### src/rtl/core/quaternion_arith_unit_core_assert.svh
// Assertion macros shared by the quaternion arithmetic unit RTL.
// No dependencies; included by files that carry concurrent assertions.
`ifndef QUATERNION_ARITH_UNIT_CORE_ASSERT_SVH
`define QUATERNION_ARITH_UNIT_CORE_ASSERT_SVH

// Same-cycle implication, disabled while reset is high.
`define QAU_ASSERT_SAME(label, clk, rst, ante, cons) \
   label: assert property (@(posedge clk) disable iff (rst) (ante) |-> (cons)) \
      else $error("quaternion unit assertion failed");

// Next-cycle implication, disabled while reset is high.
`define QAU_ASSERT_NEXT(label, clk, rst, ante, cons) \
   label: assert property (@(posedge clk) disable iff (rst) (ante) |=> (cons)) \
      else $error("quaternion unit assertion failed");

`endif

### src/rtl/core/qau_pkg.sv
// Shared types and constants of the quaternion arithmetic unit.
// No dependencies; imported by every module of the block.
package qau_pkg;

   localparam int QUAT_COMPS = 4;
   localparam int STAGES     = 6;

   typedef enum logic [2:0] {
      FUNC_ADD  = 3'd0,
      FUNC_MUL  = 3'd1,
      FUNC_CONJ = 3'd2,
      FUNC_NEG  = 3'd3,
      FUNC_ROT  = 3'd4
   } func_type;

   // Hamilton product terms: component k sums the four products a[i]*b[j]
   // listed here as index i*4+j, with the terms flagged in HAM_NEG subtracted.
   localparam logic [3:0] HAM_IDX [QUAT_COMPS][QUAT_COMPS] = '{
      '{4'd0, 4'd5, 4'd10, 4'd15},
      '{4'd1, 4'd4, 4'd11, 4'd14},
      '{4'd2, 4'd7, 4'd8,  4'd13},
      '{4'd3, 4'd6, 4'd9,  4'd12}
   };

   localparam logic [3:0] HAM_NEG [QUAT_COMPS] = '{
      4'b1110, 4'b1000, 4'b0010, 4'b0100
   };

endpackage

### src/rtl/core/qau_rsum.sv
// Hamilton sums of registered products, rounded to nearest and saturated.
// Depends on qau_pkg.
module qau_rsum #(
   parameter int PW       = 32,
   parameter int W        = 16,
   parameter int F        = 14,
   parameter bit VEC_ONLY = 1'b0
) (
   input  logic                 clock,
   input  logic                 en,
   input  logic signed [PW-1:0] p_i [qau_pkg::QUAT_COMPS*qau_pkg::QUAT_COMPS],
   output logic signed [W-1:0]  r_o [qau_pkg::QUAT_COMPS],
   output logic [qau_pkg::QUAT_COMPS-1:0] clamp_o
);
   import qau_pkg::*;

   localparam int SW = PW + 3;
   localparam logic signed [SW-1:0] RND  = SW'(1) <<< (F - 1);
   localparam logic signed [SW-1:0] SMAX = {{(SW-W+1){1'b0}}, {(W-1){1'b1}}};
   localparam logic signed [SW-1:0] SMIN = ~SMAX;

   logic signed [SW-1:0]    acc [QUAT_COMPS];
   logic signed [SW-1:0]    shr [QUAT_COMPS];
   logic signed [W-1:0]     res_in [QUAT_COMPS];
   logic signed [W-1:0]     res_ff [QUAT_COMPS];
   logic [QUAT_COMPS-1:0]   clamp_in;
   logic [QUAT_COMPS-1:0]   clamp_ff;

   always_comb begin
      for (int k = 0; k < QUAT_COMPS; k++) begin
         acc[k] = RND;
         for (int t = 0; t < QUAT_COMPS; t++) begin
            if (HAM_NEG[k][t]) begin
               acc[k] = acc[k] - SW'(p_i[HAM_IDX[k][t]]);
            end else begin
               acc[k] = acc[k] + SW'(p_i[HAM_IDX[k][t]]);
            end
         end
         shr[k] = acc[k] >>> F;
         if (VEC_ONLY && (k == 0)) begin
            res_in[k]   = '0;
            clamp_in[k] = 1'b0;
         end else if (shr[k] > SMAX) begin
            res_in[k]   = SMAX[W-1:0];
            clamp_in[k] = 1'b1;
         end else if (shr[k] < SMIN) begin
            res_in[k]   = SMIN[W-1:0];
            clamp_in[k] = 1'b1;
         end else begin
            res_in[k]   = shr[k][W-1:0];
            clamp_in[k] = 1'b0;
         end
      end
   end

   always_ff @(posedge clock) begin
      if (en) begin
         res_ff   <= res_in;
         clamp_ff <= clamp_in;
      end
   end

   assign r_o     = res_ff;
   assign clamp_o = clamp_ff;

endmodule

### config.mk
export PLATFORM = sky130hd
export DESIGN_NAME = qau_rsum
export DESIGN_NICKNAME = d
export VERILOG_FILES = /design/src/rtl/core/quaternion_arith_unit_core_assert.svh /design/src/rtl/core/qau_pkg.sv /design/src/rtl/core/qau_rsum.sv
export SDC_FILE = /design/constraint.sdc
export NUM_CORES = 1
export LEC_CHECK = 0
export BUFFER_PORTS_ARGS = -buffer_cell sky130_fd_sc_hd__buf_2
export CAP_MARGIN = 20
export CELL_PAD_IN_SITES_DETAIL_PLACEMENT = 2
export CELL_PAD_IN_SITES_GLOBAL_PLACEMENT = 2
export CORE_MARGIN = 1.5
export CORE_UTILIZATION = 31
export CTS_CLUSTER_SIZE = 16
export DETAILED_ROUTE_END_ITERATION = 16
export PLACE_DENSITY = 0.92
export SETUP_SLACK_MARGIN = 0.5
export SLEW_MARGIN = 20
export SYNTH_ARGS = -nofsm -noshare
export SYNTH_HDL_FRONTEND = slang
export SYNTH_SLANG_ARGS = --single-unit
### constraint.sdc
create_clock -name clock -period 6.65 [get_ports clock]
set_clock_uncertainty 0.15 [all_clocks]
set_input_delay 1.33 -clock clock [delete_from_list [all_inputs] [get_ports clock]]
set_output_delay 1.33 -clock clock [all_outputs]
set_load 0.005 [all_outputs]
==> metrics <==
FMAX=168.8 MHz; input/output buffers=581; GRT Total Usage=23.91%; clk slew on worst S/H paths=0.06 ns; initial antenna violation count=6; Fin. Hold Viols=0; Post-synth top flop=edfxtp_1; drt total wl=62310 um; Final setup viols=0; Die H=228.5 um; Max Cap Viol=0; Critical Path RT=6.59 ns; vias in the first global route=17390; core box area=50170 um^2; Via density=5.059; final std cells w/o fill=2800; number of distinct library cells after synthesis=77; TNS Setup=0 ns; Die Wd=228.5 um; final worst-path cycle share=89.07%; Seq/Total Area, Yosys=12.95%; Hold Path Class=input pin to flip-flop; CTS HTree Levels=3; Max Slew Vio Count=0; flops & latches, synth=68; Mapped Avg Cell Area=10.31 um^2; initial DRC count=513; Synthesis Warnings=0; Async S/R FF share, synth=0%; Inst Count DP=2776; worst path cell trace=buf_2 > fa_1 > inv_1 > fa_1 > inv_1 > ha_1 > ha_1 > nand4_1 > a21oi_1 > o21ai_0 > o211ai_2 > a31oi_1 > o41ai_2 > a21oi_1 > xnor2_1 > o41a_2 > a21o_1; post-synthesis cell count=1529; Worst path max stage delay=0.67 ns; first-pass GRT wire length=97190 um; RD Place Congestion=0.9352; Clock Path Buffers=2; gr ovfl total=0; syn nets=2563; average wire per standard cell=22.25 um; CP endpoint kind=flip-flop; Initial DRT Pass Iterations=7; Startpoint Class=input pin; P_leak=0.01041 uW; die area=52220 um^2; vias post-DR=14160; TritonCTS buffer count=9; starting density of the core=31.43%; CTS tree=yes; share of layout cells above drive strength 1=30.49%; Mapped Area=15770 um^2; Post-synth EDFFs=68; status=finished, final reports clean; CP max FO=16; fin crit period=5.923 ns; DRT antenna net count=0; fillers=5484; Worst EP arrival=5.86 ns; clk sinks=68; dpl hpwl=57200 um; cell row count=82; Root Buffer=clkbuf_16; Setup Crit Path Kind=input pin to flip-flop; Least-Margin Pin Slew=1.015 ns; critical path's top delay family=compound AO/OA/AOI/OAI gates; I/O pin cnt=582; final net count=3151; max_slew headroom=32.34%; power per cell area=346.8 nW/um^2; Critical-path top delay cell=o41a_2; RSZ-0062 raised after global routing=no; Crit path buffers/inverters=3; Max IR drop VDD=0.1519 mV; Area growth syn-to-layout=25.97%; largest net degree at the start of global routing=69; DRC viols=0
cell usage in the layout (no fill, tap or decap), types with 6 or more instances in the layout:
cell and instances:
a211oi_1 6, a21o_1 69, a21oi_1 98, a31oi_1 16, and2_1 6, and3_1 12, buf_2 580, buf_4 9
clkbuf_16 9, diode_2 6, edfxtp_1 68, fa_1 252, ha_1 268, inv_1 269, nand2_1 60, nand3_1 43
nand4_1 12, nor2_1 43, nor2b_1 11, nor3_1 13, o211ai_1 7, o21a_1 9, o21ai_0 60, o21ai_1 11
or2_2 6, or3_1 6, xnor2_1 39, xor2_1 36
final cells by class:
cell class	instances	area (um^2)	share of cell area [%]
Inverter	269	1010	5.084
Clock buffer	10	229.0	1.153
Sequential cell	68	2042	10.28
Multi-Input combinational cell	1179	12640	63.67
Timing Repair Buffer	590	2990	15.06
Antenna cell	6	15.01	0.07560
Tap cell	672	840.8	4.234
Clock inverter	6	88.84	0.4473
where the power goes:
group	internal, uW	switching (uW)	total, uW
clock network	329	208	537
logic	2240	3170	5410
registers	846	95.6	942
kinds of logic (layout without fill, tap and decap cells):
family / Yosys count / count (layout) / share of synthesized area (%)
AND/OR/NAND/NOR: 241 / 241 / 7.984
adder cells (fa/ha/maj): 520 / 520 / 53.27
AO/OA/AOI/OAI: 342 / 342 / 14.59
buffers and inverters: 282 / 875 / 6.936
XOR/XNOR: 76 / 76 / 4.270
flip-flops: 68 / 68 / 12.95
other: 0 / 6 / 0
cell usage after synthesis (all sizes together) (6+ instances only):
library cell  number  area share, %
nor2              43            1.0
and2               7           0.28
or2                6           0.24
and3              16           0.74
nor2b             11           0.44
xor2              36            2.0
nor3              14           0.44
or3                7           0.29
o21a               9           0.43
buf                8           0.40
nand3             43            1.4
ha               268             21
a21oi             99            3.2
o21ai             71            2.3
a211oi             8           0.44
a21o              74            3.6
inv              269            6.4
nand2             60            1.4
fa               252             32
nand4             12           0.48
xnor2             40            2.3
o211ai             9           0.49
edfxtp            68             13
a31oi             18           0.90
metal layers:
| layer | vias to the layer above | GRT usage, % | part of all wire, % |
|---|---|---|---|
| met4 | 0 | 5.960 | 2.3 |
| met2 | 403 | 48.95 | 58 |
| met3 | 86 | 3.406 | 3.7 |
| li1 | 6435 | - | - |
| met1 | 7240 | 24.96 | 36 |
| met5 | - | 0 | 0 |
stage by stage:
stage          worst slack (ns)  utilization [%]  total power, uW  instance area, um^2  hold slack (ns)
6_report                 0.7272            39.59             6888                19860            1.525
5_1_grt                  0.5437            39.59             7485                19860            1.550
4_1_cts                  0.5873            39.49             6894                19810            1.526
3_5_place_dp             0.1994            38.84             6284                19490            1.592
3_3_place_gp             0.4534            38.84             5800                19490            1.585
2_1_floorplan             1.012                -             4353                15770            1.293
registers in the layout (all words and copies together) (netlist names):
name     cells
r_o         64
clamp_o      4
path summary, 6_finish.rpt:
check | start | end | cells past startpoint
hold / removal | en | r_o[40] | 1
setup / recovery | p_i[97] | r_o[14] | 17
repair_timing:
action / CTS / global route
setup buffers: 0 / 2
gates cloned: 0 / 0
pin swaps: 0 / 1
hold buffers: 0 / 0
resized for setup: 1 / 2
setup endpoints to repair: 4 / 22
Note: power is estimated with default switching activity, not from simulation.
